[src/design/cipm_pkg.sv]
// Package for the content indicator pattern matcher.
// Holds the character types, the fixed pattern table and the byte normalizer.
// No dependencies.
package cipm_pkg;

  localparam int unsigned CharW     = 7;
  localparam int unsigned HistDepth = 13;
  localparam int unsigned WinLen    = HistDepth + 1;
  localparam int unsigned PatCount  = 11;
  localparam int unsigned FlagW     = 8;

  localparam logic [7:0] PrintLow  = 8'd32;
  localparam logic [7:0] PrintHigh = 8'd126;
  localparam logic [7:0] UpperLow  = 8'd65;
  localparam logic [7:0] UpperHigh = 8'd90;
  localparam logic [CharW-1:0] SpaceChar = 7'h20;
  localparam logic [CharW-1:0] CaseBit   = 7'h20;

  localparam int unsigned FlagStratum = 0;
  localparam int unsigned FlagMiner   = 1;
  localparam int unsigned FlagDonate  = 2;
  localparam int unsigned FlagCurl    = 3;
  localparam int unsigned FlagWget    = 4;
  localparam int unsigned FlagPipe    = 5;
  localparam int unsigned FlagChmod   = 6;
  localparam int unsigned FlagNohup   = 7;

  typedef logic [CharW-1:0] char_t;
  typedef char_t [WinLen-1:0] win_t;        // index 0 is the newest character
  typedef char_t [HistDepth-1:0] hist_t;
  typedef logic [8*WinLen-1:0] pat_text_t;  // last character in the low byte
  typedef logic [FlagW-1:0] flags_t;

  // Miner binary name, spelled as character codes.
  localparam pat_text_t MinerName = pat_text_t'({8'h78, 8'h6d, 8'h72, 8'h69, 8'h67});

  localparam pat_text_t PatText [PatCount] = '{
    pat_text_t'("stratum+tcp://"),
    pat_text_t'("stratum+ssl://"),
    MinerName,
    pat_text_t'("--donate-level"),
    pat_text_t'("curl "),
    pat_text_t'("wget "),
    pat_text_t'("| sh"),
    pat_text_t'("|sh"),
    pat_text_t'("| bash"),
    pat_text_t'("chmod +x"),
    pat_text_t'("nohup ")
  };

  localparam int unsigned PatLen [PatCount] = '{14, 14, 5, 14, 5, 5, 4, 3, 6, 8, 6};

  localparam int unsigned PatFlag [PatCount] = '{
    FlagStratum, FlagStratum, FlagMiner, FlagDonate, FlagCurl, FlagWget,
    FlagPipe, FlagPipe, FlagPipe, FlagChmod, FlagNohup
  };

  function automatic char_t normalize(input logic [7:0] b);
    char_t c;
    c = b[CharW-1:0];
    if (b < PrintLow || b > PrintHigh) begin
      c = SpaceChar;
    end else if (b >= UpperLow && b <= UpperHigh) begin
      c = b[CharW-1:0] | CaseBit;
    end
    return c;
  endfunction

endpackage

[src/design/cipm_byte_if.sv]
// Input channel of the pattern matcher: one file byte per request.
// Depends on nothing.
interface cipm_byte_if;
  logic       valid;
  logic       ready;
  logic [7:0] data_byte;
  logic       end_of_file;

  modport source (output valid, output data_byte, output end_of_file, input ready);
  modport sink   (input valid, input data_byte, input end_of_file, output ready);
endinterface

[src/design/cipm_result_if.sv]
// Result channel of the pattern matcher: flags and verdicts per file.
// Depends on nothing.
interface cipm_result_if;
  logic       valid;
  logic       ready;
  logic [7:0] indicator_flags;
  logic       miner_compound;
  logic       stratum_only;
  logic       dropper_pattern;

  modport source (output valid, output indicator_flags, output miner_compound,
                  output stratum_only, output dropper_pattern, input ready);
  modport sink   (input valid, input indicator_flags, input miner_compound,
                  input stratum_only, input dropper_pattern, output ready);
endinterface

[src/design/cipm_matcher.sv]
// Parallel comparators of the character window against the pattern table.
// Depends on cipm_pkg.
module cipm_matcher (
  input  cipm_pkg::win_t   win,
  output cipm_pkg::flags_t hits
);

  always_comb begin
    cipm_pkg::pat_text_t txt;
    logic                hit;
    hits = '0;
    for (int p = 0; p < cipm_pkg::PatCount; p++) begin
      txt = cipm_pkg::PatText[p];
      hit = 1'b1;
      for (int k = 0; k < cipm_pkg::WinLen; k++) begin
        if (k < cipm_pkg::PatLen[p] && txt[8*k +: cipm_pkg::CharW] != win[k]) begin
          hit = 1'b0;
        end
      end
      if (hit) begin
        hits[cipm_pkg::PatFlag[p]] = 1'b1;
      end
    end
  end

endmodule

[src/design/content_indicator_pattern_matcher_unit.sv]
// Top level of the content indicator pattern matcher.
// Depends on cipm_pkg, cipm_byte_if, cipm_result_if and cipm_matcher.
//
// Usage:
//   data_chan carries one file byte per request, with end_of_file set on the
//   last byte of a file. Each byte is normalized (printable ASCII lower-cased,
//   anything else a space) and checked, together with the 13 characters before
//   it, against the fixed indicator patterns; hits set sticky flags.
//   On the last byte, result_chan presents one request with the flags and the
//   miner, stratum-only and dropper verdicts, and the history and flags clear.
//   Bytes that are not last produce nothing on result_chan.
// Timing:
//   One byte per cycle. The result appears in the cycle after the last byte is
//   taken, from the result register. Matching is a single level of parallel
//   byte comparators between the history register and that register.
// Stall:
//   data_chan.ready is low only while a result is held and not being taken;
//   while that result waits, the next byte waits with it.
// Reset:
//   rst (synchronous) clears the history, the flags and the result valid.
module content_indicator_pattern_matcher_unit (
  input logic           clk,
  input logic           rst,
  cipm_byte_if.sink     data_chan,
  cipm_result_if.source result_chan
);

  cipm_pkg::hist_t  hist;
  cipm_pkg::flags_t seen_flags;
  logic             res_valid;
  cipm_pkg::flags_t res_flags;
  logic             res_miner;
  logic             res_strat_only;
  logic             res_dropper;

  cipm_pkg::char_t  cur_char;
  cipm_pkg::win_t   win;
  cipm_pkg::flags_t hits;
  cipm_pkg::flags_t flags_now;
  logic             acc;
  logic             miner_now;

  assign data_chan.ready = !res_valid || result_chan.ready;
  assign acc             = data_chan.valid && data_chan.ready;
  assign cur_char        = cipm_pkg::normalize(data_chan.data_byte);
  assign win             = {hist, cur_char};
  assign flags_now       = seen_flags | hits;
  assign miner_now       = flags_now[cipm_pkg::FlagStratum] &&
                           (flags_now[cipm_pkg::FlagMiner] || flags_now[cipm_pkg::FlagDonate] ||
                            flags_now[cipm_pkg::FlagNohup]);

  cipm_matcher u_matcher (
    .win  (win),
    .hits (hits)
  );

  always_ff @(posedge clk) begin
    if (rst) begin
      hist       <= '0;
      seen_flags <= '0;
      res_valid  <= 1'b0;
    end else begin
      if (result_chan.valid && result_chan.ready) begin
        res_valid <= 1'b0;
      end
      if (acc) begin
        if (data_chan.end_of_file) begin
          hist       <= '0;
          seen_flags <= '0;
          res_valid  <= 1'b1;
        end else begin
          hist       <= {hist[cipm_pkg::HistDepth-2:0], cur_char};
          seen_flags <= flags_now;
        end
      end
    end
  end

  always_ff @(posedge clk) begin
    if (acc && data_chan.end_of_file) begin
      res_flags      <= flags_now;
      res_miner      <= miner_now;
      res_strat_only <= flags_now[cipm_pkg::FlagStratum] && !miner_now;
      res_dropper    <= (flags_now[cipm_pkg::FlagCurl] || flags_now[cipm_pkg::FlagWget]) &&
                        flags_now[cipm_pkg::FlagPipe] &&
                        (flags_now[cipm_pkg::FlagChmod] || flags_now[cipm_pkg::FlagNohup]);
    end
  end

  assign result_chan.valid           = res_valid;
  assign result_chan.indicator_flags = res_flags;
  assign result_chan.miner_compound  = res_miner;
  assign result_chan.stratum_only    = res_strat_only;
  assign result_chan.dropper_pattern = res_dropper;

  a_eof_gives_result: assert property (@(posedge clk) disable iff (rst)
    acc && data_chan.end_of_file |=> res_valid)
    else $error("last byte taken but no result registered");

  a_eof_clears: assert property (@(posedge clk) disable iff (rst)
    acc && data_chan.end_of_file |=> seen_flags == '0 && hist == '0)
    else $error("state not cleared after last byte");

  a_stall_only_when_held: assert property (@(posedge clk) disable iff (rst)
    !data_chan.ready |-> res_valid && !result_chan.ready)
    else $error("input stalled without a held result");

  a_verdicts_exclusive: assert property (@(posedge clk) disable iff (rst)
    res_valid |-> !(res_miner && res_strat_only) &&
                  (res_miner || res_strat_only) == res_flags[cipm_pkg::FlagStratum])
    else $error("stratum verdicts inconsistent with flags");

endmodule

[src/flat_wrapper.sv]
// flat-port wrapper written by rule: the top's interface ports become plain ports
module content_indicator_pattern_matcher_unit_flat 
  (clk, rst, data_chan_valid, data_chan_data_byte, data_chan_end_of_file, data_chan_ready, result_chan_valid, result_chan_indicator_flags, result_chan_miner_compound, result_chan_stratum_only, result_chan_dropper_pattern, result_chan_ready);
  cipm_byte_if data_chan_i ();
  cipm_result_if result_chan_i ();
  input logic clk;
  input logic rst;
  input wire logic [$bits(data_chan_i.valid)-1:0] data_chan_valid;
  input wire logic [$bits(data_chan_i.data_byte)-1:0] data_chan_data_byte;
  input wire logic [$bits(data_chan_i.end_of_file)-1:0] data_chan_end_of_file;
  output wire logic [$bits(data_chan_i.ready)-1:0] data_chan_ready;
  output wire logic [$bits(result_chan_i.valid)-1:0] result_chan_valid;
  output wire logic [$bits(result_chan_i.indicator_flags)-1:0] result_chan_indicator_flags;
  output wire logic [$bits(result_chan_i.miner_compound)-1:0] result_chan_miner_compound;
  output wire logic [$bits(result_chan_i.stratum_only)-1:0] result_chan_stratum_only;
  output wire logic [$bits(result_chan_i.dropper_pattern)-1:0] result_chan_dropper_pattern;
  input wire logic [$bits(result_chan_i.ready)-1:0] result_chan_ready;
  assign data_chan_i.valid = data_chan_valid;
  assign data_chan_i.data_byte = data_chan_data_byte;
  assign data_chan_i.end_of_file = data_chan_end_of_file;
  assign data_chan_ready = data_chan_i.ready;
  assign result_chan_valid = result_chan_i.valid;
  assign result_chan_indicator_flags = result_chan_i.indicator_flags;
  assign result_chan_miner_compound = result_chan_i.miner_compound;
  assign result_chan_stratum_only = result_chan_i.stratum_only;
  assign result_chan_dropper_pattern = result_chan_i.dropper_pattern;
  assign result_chan_i.ready = result_chan_ready;
  content_indicator_pattern_matcher_unit u_core (.clk(clk), .rst(rst), .data_chan(data_chan_i), .result_chan(result_chan_i));
endmodule
[config.mk]
export PLATFORM = sky130hd
export DESIGN_NAME = content_indicator_pattern_matcher_unit_flat
export DESIGN_NICKNAME = d
export VERILOG_FILES = /design/src/design/cipm_pkg.sv /design/src/design/cipm_byte_if.sv /design/src/design/cipm_result_if.sv /design/src/design/cipm_matcher.sv /design/src/design/content_indicator_pattern_matcher_unit.sv /design/src/flat_wrapper.sv
export SDC_FILE = /design/constraint.sdc
export NUM_CORES = 1
export LEC_CHECK = 0
export ABC_AREA = 1
export BUFFER_PORTS_ARGS = -buffer_cell sky130_fd_sc_hd__buf_2
export CORE_MARGIN = 2
export CORE_UTILIZATION = 60
export DETAILED_ROUTE_END_ITERATION = 8
export PLACE_DENSITY = 0.88
export SETUP_SLACK_MARGIN = 0.3
export SYNTH_ARGS = -nofsm -noshare
export SYNTH_HDL_FRONTEND = slang
export SYNTH_SLANG_ARGS = --single-unit
[constraint.sdc]
create_clock -name clk -period 2.1 [get_ports clk]
set_clock_uncertainty 0.15 [all_clocks]
set_input_delay 0.105 -clock clk [delete_from_list [all_inputs] [get_ports clk]]
set_output_delay 0.105 -clock clk [all_outputs]
set_load 0.005 [all_outputs]
# == After elaboration in Yosys (flattened, before gate mapping) ==
# Index checks and enable logic that the tools add are counted.
# totals
word_cells,196
input_bits,13
reg_bits,111
output_inout_bits,13
# op_classes
bitwise,1
n_lt_le_gt_ge,4
eq_ne,63
mux,93
n_reduce_logical,16
# op_table
cell,count
$ne 7x7->1 const A,52
$mux 91,1
$mux 1,89
$ne 6x7->1 const A,11
$ge 8x7->1 const B,1
$gt 8x7->1 const B,1
$le 8x7->1 const B,1
$logic_and 1x1->1,8
$lt 8x6->1 const B,1
$mux 8,1
$or 8x8->8,1
$mux 7,1
$logic_or 1x1->1,6
$mux 6,1
$logic_not 1->1,2

# == Logic depth before layout (Yosys ltp) ==
# depth
depth_word,27
mapped_depth,14
depth_no_buf,14

# == Hierarchy ==
# Synthesis repeated with hierarchy kept, for this count alone.
# hier_totals
hier_cells,771
hier_area_um2,5227.5
# by_module_without_submodules
mod,n_inst,seq_area_each_um2,cells_per_inst,area_each_um2
content_indicator_pattern_matcher_unit,1,2332.2,503,4042.6
cipm_matcher,1,0.0,268,1184.9

# == Worst setup path before layout ==
# OpenSTA, ideal clock, no wires.
# synth_timing
path_type,register to register
start,"register u_core.res_valid, in the netlist u_core.result_chan.valid"
end,register u_core.seen_flags[0]
period_less_slack_ns,1.780
path_stages_with_launch,9
arrival_time_ns,1.510
t_required_ns,1.830
setup_slack_ns,0.320
n_path_buf,0
setup_ns,0.120
path_cell_list,dfxtp_1 -> nand2_1 -> nand2_1 -> nor2_1 -> inv_1 -> nand2_1 -> inv_1 -> o21ai_0 -> nor2_1
# synth_between
elab_chain_len,3
# synth_rtl
item,line,source
start: declaration,content_indicator_pattern_matcher_unit.sv:30,logic res_valid;
start signal: assignment,content_indicator_pattern_matcher_unit.sv:61,res_valid <= 1'b0;
start signal: assignment,content_indicator_pattern_matcher_unit.sv:64,res_valid <= 1'b0;
start signal: assignment,content_indicator_pattern_matcher_unit.sv:70,res_valid <= 1'b1;
$logic_not 1->1,content_indicator_pattern_matcher_unit.sv:43,assign data_chan.ready = !res_valid || result_chan.ready;
$logic_or 1x1->1,content_indicator_pattern_matcher_unit.sv:43,
net data_chan_ready,flat_wrapper.sv:11,output wire logic [$bits(data_chan_i.ready)-1:0] data_chan_ready;
$logic_and 1x1->1,content_indicator_pattern_matcher_unit.sv:44,assign acc = data_chan.valid && data_chan.ready;
end signal: assignment,content_indicator_pattern_matcher_unit.sv:73,seen_flags <= flags_now;
end: declaration,content_indicator_pattern_matcher_unit.sv:29,cipm_pkg::flags_t seen_flags;
# The timed path passes the listed nets, and every way through them passes these cells.
# A chain may end at the register's enable or synchronous reset.

# == Worst setup path in the final report ==
# layout_timing
start,register u_core.hist[4] in the netlist's numbering
end,"register u_core.res_dropper, in the netlist u_core.result_chan.dropper_pattern (data pin)"
# layout_between
word_cells_on_any_way,45
cone_classes,eq/ne: 5; mux: 35; bitwise: 1; reduce/logical: 4
# layout_rtl
item,line,source
start: declaration,content_indicator_pattern_matcher_unit.sv:28,cipm_pkg::hist_t hist;
start signal: assignment,content_indicator_pattern_matcher_unit.sv:72,"hist <= {hist[cipm_pkg::HistDepth-2:0], cur_char};"
$ne 7x7->1,cipm_matcher.sv:16,if (k < cipm_pkg::PatLen[p] && txt[8*k +: cipm_pkg::CharW] != win[k]) begin
$mux 1 (4 in series),cipm_matcher.sv:16,
$mux 1,cipm_matcher.sv:20,if (hit) begin
$or 8x8->8,content_indicator_pattern_matcher_unit.sv:47,assign flags_now = seen_flags | hits;
net u_core.flags_now[4],content_indicator_pattern_matcher_unit.sv:39,cipm_pkg::flags_t flags_now;
$logic_or 1x1->1,content_indicator_pattern_matcher_unit.sv:84,res_dropper <= (flags_now[cipm_pkg::FlagCurl] || flags_now[cipm_pkg::FlagWget]) &&
$logic_and 1x1->1,content_indicator_pattern_matcher_unit.sv:84,
$logic_and 1x1->1,content_indicator_pattern_matcher_unit.sv:85,flags_now[cipm_pkg::FlagPipe] &&
end signal: assignment,content_indicator_pattern_matcher_unit.sv:84,
end: declaration,content_indicator_pattern_matcher_unit.sv:34,logic res_dropper;
# The timed path passes the listed nets, and every way through them passes these cells.

==> metrics.txt <==
status=finished clean; setup TNS=0 ps; # setup viols final=0; leak pwr=2.11 nW; mapped cell area=5240 sq um; CP startpoint kind=flop; Power Dens Cells=576 nW/um^2; Worst Setup Path Type=reg2reg; Final #Nets=848; largest net degree at the start of global routing=92; vias per cell=5.69; RSZ-0062 raised after global routing=true; GR Overflow Total=0; most frequent cells in the layout=264 x nand2_1, 97 x a21oi_1, 67 x nor2_1; first-pass GRT wire length=23.3 mm; Die X=97.4 microns; Final ANT Viol Nets=0; CTS buffer count=9; final worst path period share=89.7%; Wirelength per Cell=14.9 microns; average size of a mapped cell=6.60 sq um; final hold vios=0; antenna cells=0; Clock Sinks=111; Max H-tree Level=3; Syn Nets=807; Total Routed Length=14.1 mm; Iteration-0 DRC Markers=406; vias in the first global route=4998; peak supply drop=0.450 mV; Tot GR Track Use=29.5%; clock buffer depth=2; Die Footprint=9490 sq um; worst endpoint data arrival time=1970 ps; max frequency=531 MHz; Initial Util=61.0%; hold slack final=48.9 ps; Slew @ Worst Pin=492 ps; commonest non-fill, non-tap cell in the layout=nand2_1; die height=97.4 microns; synth-to-layout area growth=18.2%; post-synthesis sequential area ratio=44.5%; hpwl dp=9.51 mm; First-pass DRT Iterations=5; total number of vias=5398; CTS tree=built; crit path max fanout=5; HP Class=in2reg; required time of the critical path=2190 ps; Root Buffer=clkbuf_8; Max Cap Violations=0; CTS clock-pin slew for the worst setup and hold paths=100 ps; Rows=34; Placer Congestion=0.947; core box area=8590 sq um; I/O pin count=26; Gate Count Post-Synth=794; synth unique cells=25; Critical Path End Type=flop; # DRC=0; share of layout cells above drive strength 1=23.3%; Rel. slew slack=67.2%; YS warnings=0; initial antenna violation count=0; Slew Limit Fails=0; Clock Latency Late Sink=380 ps; post-synthesis register bit count=111; buffers added on ports=25; crit path time final=1880 ps
report_power, final:
group | switching, mW | total (mW) | internal [mW]
Sequential | 0.00992 | 2.14 | 2.13
Clock | 0.735 | 1.18 | 0.441
Combinational | 0.179 | 0.248 | 0.0696
Total | 0.924 | 3.57 | 2.64
critical path: stages, from the launching register on:
cell and delay (ps):
dfxtp_1 460, nand3_1 180, nor2_1 170, nand4_1 100, nor4_1 210, buf_4 180
nand2_2 60, nand2_2 80, nor2_1 40, nor2_1 110
synth_stat cells:
cell type	number	area (sq um)
nand2_1	277	1040
nor2_1	101	379
a21oi_1	100	500
dfxtp_1	100	2000
inv_1	71	267
nand3_1	38	190
clkbuf_1	23	86.3
nand4_1	20	125
nor3_1	15	75.1
edfxtp_1	11	330
buf_2	6	30.0
nand2_2	6	37.5
inv_2	4	15.0
o21ai_0	4	20.0
nor2_2	3	18.8
a21oi_2	2	17.5
nand3b_1	2	15.0
nor2_4	2	22.5
nor2b_1	2	12.5
nor4_1	2	12.5
and2_0	1	6.26
nand2_4	1	11.3
nand3_2	1	10.0
nor3b_1	1	7.51
o211ai_1	1	7.51
through the flow:
step	std cells	worst slack [ps]	area [sq um]	util [%]	total power, mW
finish	948	216	6190	72.0	3.57
global route	948	129	6190	72.0	3.69
CTS	943	250	5960	69.4	3.58
detailed placement	906	-14.7	5480	63.7	2.43
global placement	906	-32.4	5480	63.7	2.42
floorplan	794	320	5240	-	2.36
final timing paths:
check                                                 endpoint                    startpoint  slack, ps  depth (start not counted)
setup / recovery  u_core.result_chan.dropper_pattern$_DFFE_PP_   u_core.hist[4]$_SDFFE_PP0P_        220                          9
setup reg to reg  u_core.result_chan.dropper_pattern$_DFFE_PP_   u_core.hist[4]$_SDFFE_PP0P_        220                          9
hold / removal                     u_core.hist[2]$_SDFFE_PP0P_        data_chan_data_byte[2]         50                          5
hold reg to reg                   u_core.hist[47]$_SDFFE_PP0P_  u_core.hist[40]$_SDFFE_PP0P_        330                          2
cell type report:
class | instances | area [sq um]
Sequential cell | 111 | 2420
Clock inverter | 6 | 46.3
Tap cell | 108 | 135
Inverter | 75 | 287
Timing Repair Buffer | 59 | 425
Multi-Input combinational cell | 579 | 2750
Fill cell | 737 | 2400
Clock buffer | 10 | 128
state kept, by name (all words and copies together), names as in the netlist:
name / cells
u_core.hist: 91
u_core.result_chan.indicator_flags: 8
u_core.seen_flags: 8
u_core.result_chan.dropper_pattern: 1
u_core.result_chan.miner_compound: 1
u_core.result_chan.stratum_only: 1
u_core.result_chan.valid: 1
logic make-up after synthesis:
family          Yosys count  share of synthesized area, %
flops                   111                          44.5
simple gates            472                          37.5
buf+inv                 104                          7.59
compound gates          107                          10.4
repair_timing:
item / CTS / global route
pin swaps: 14 / 29
endpoints found under the setup margin: 9 / 37
buffers inserted: 16 / 5
hold buffers: 5 / 0
hold endpoints to repair: 4 / 0
gates resized for setup: 65 / 70
layer usage:
| metal | vias up | GRT usage, % | share of wire [%] |
|---|---|---|---|
| met5 | - | 0 | 0 |
| met4 | 0 | 10.0 | 3.1 |
| met3 | 46 | 5.90 | 6.7 |
| met2 | 236 | 49.7 | 49 |
| met1 | 2516 | 38.0 | 41 |
| li1 | 2600 | - | - |
Power figures use the tool's default switching activity.
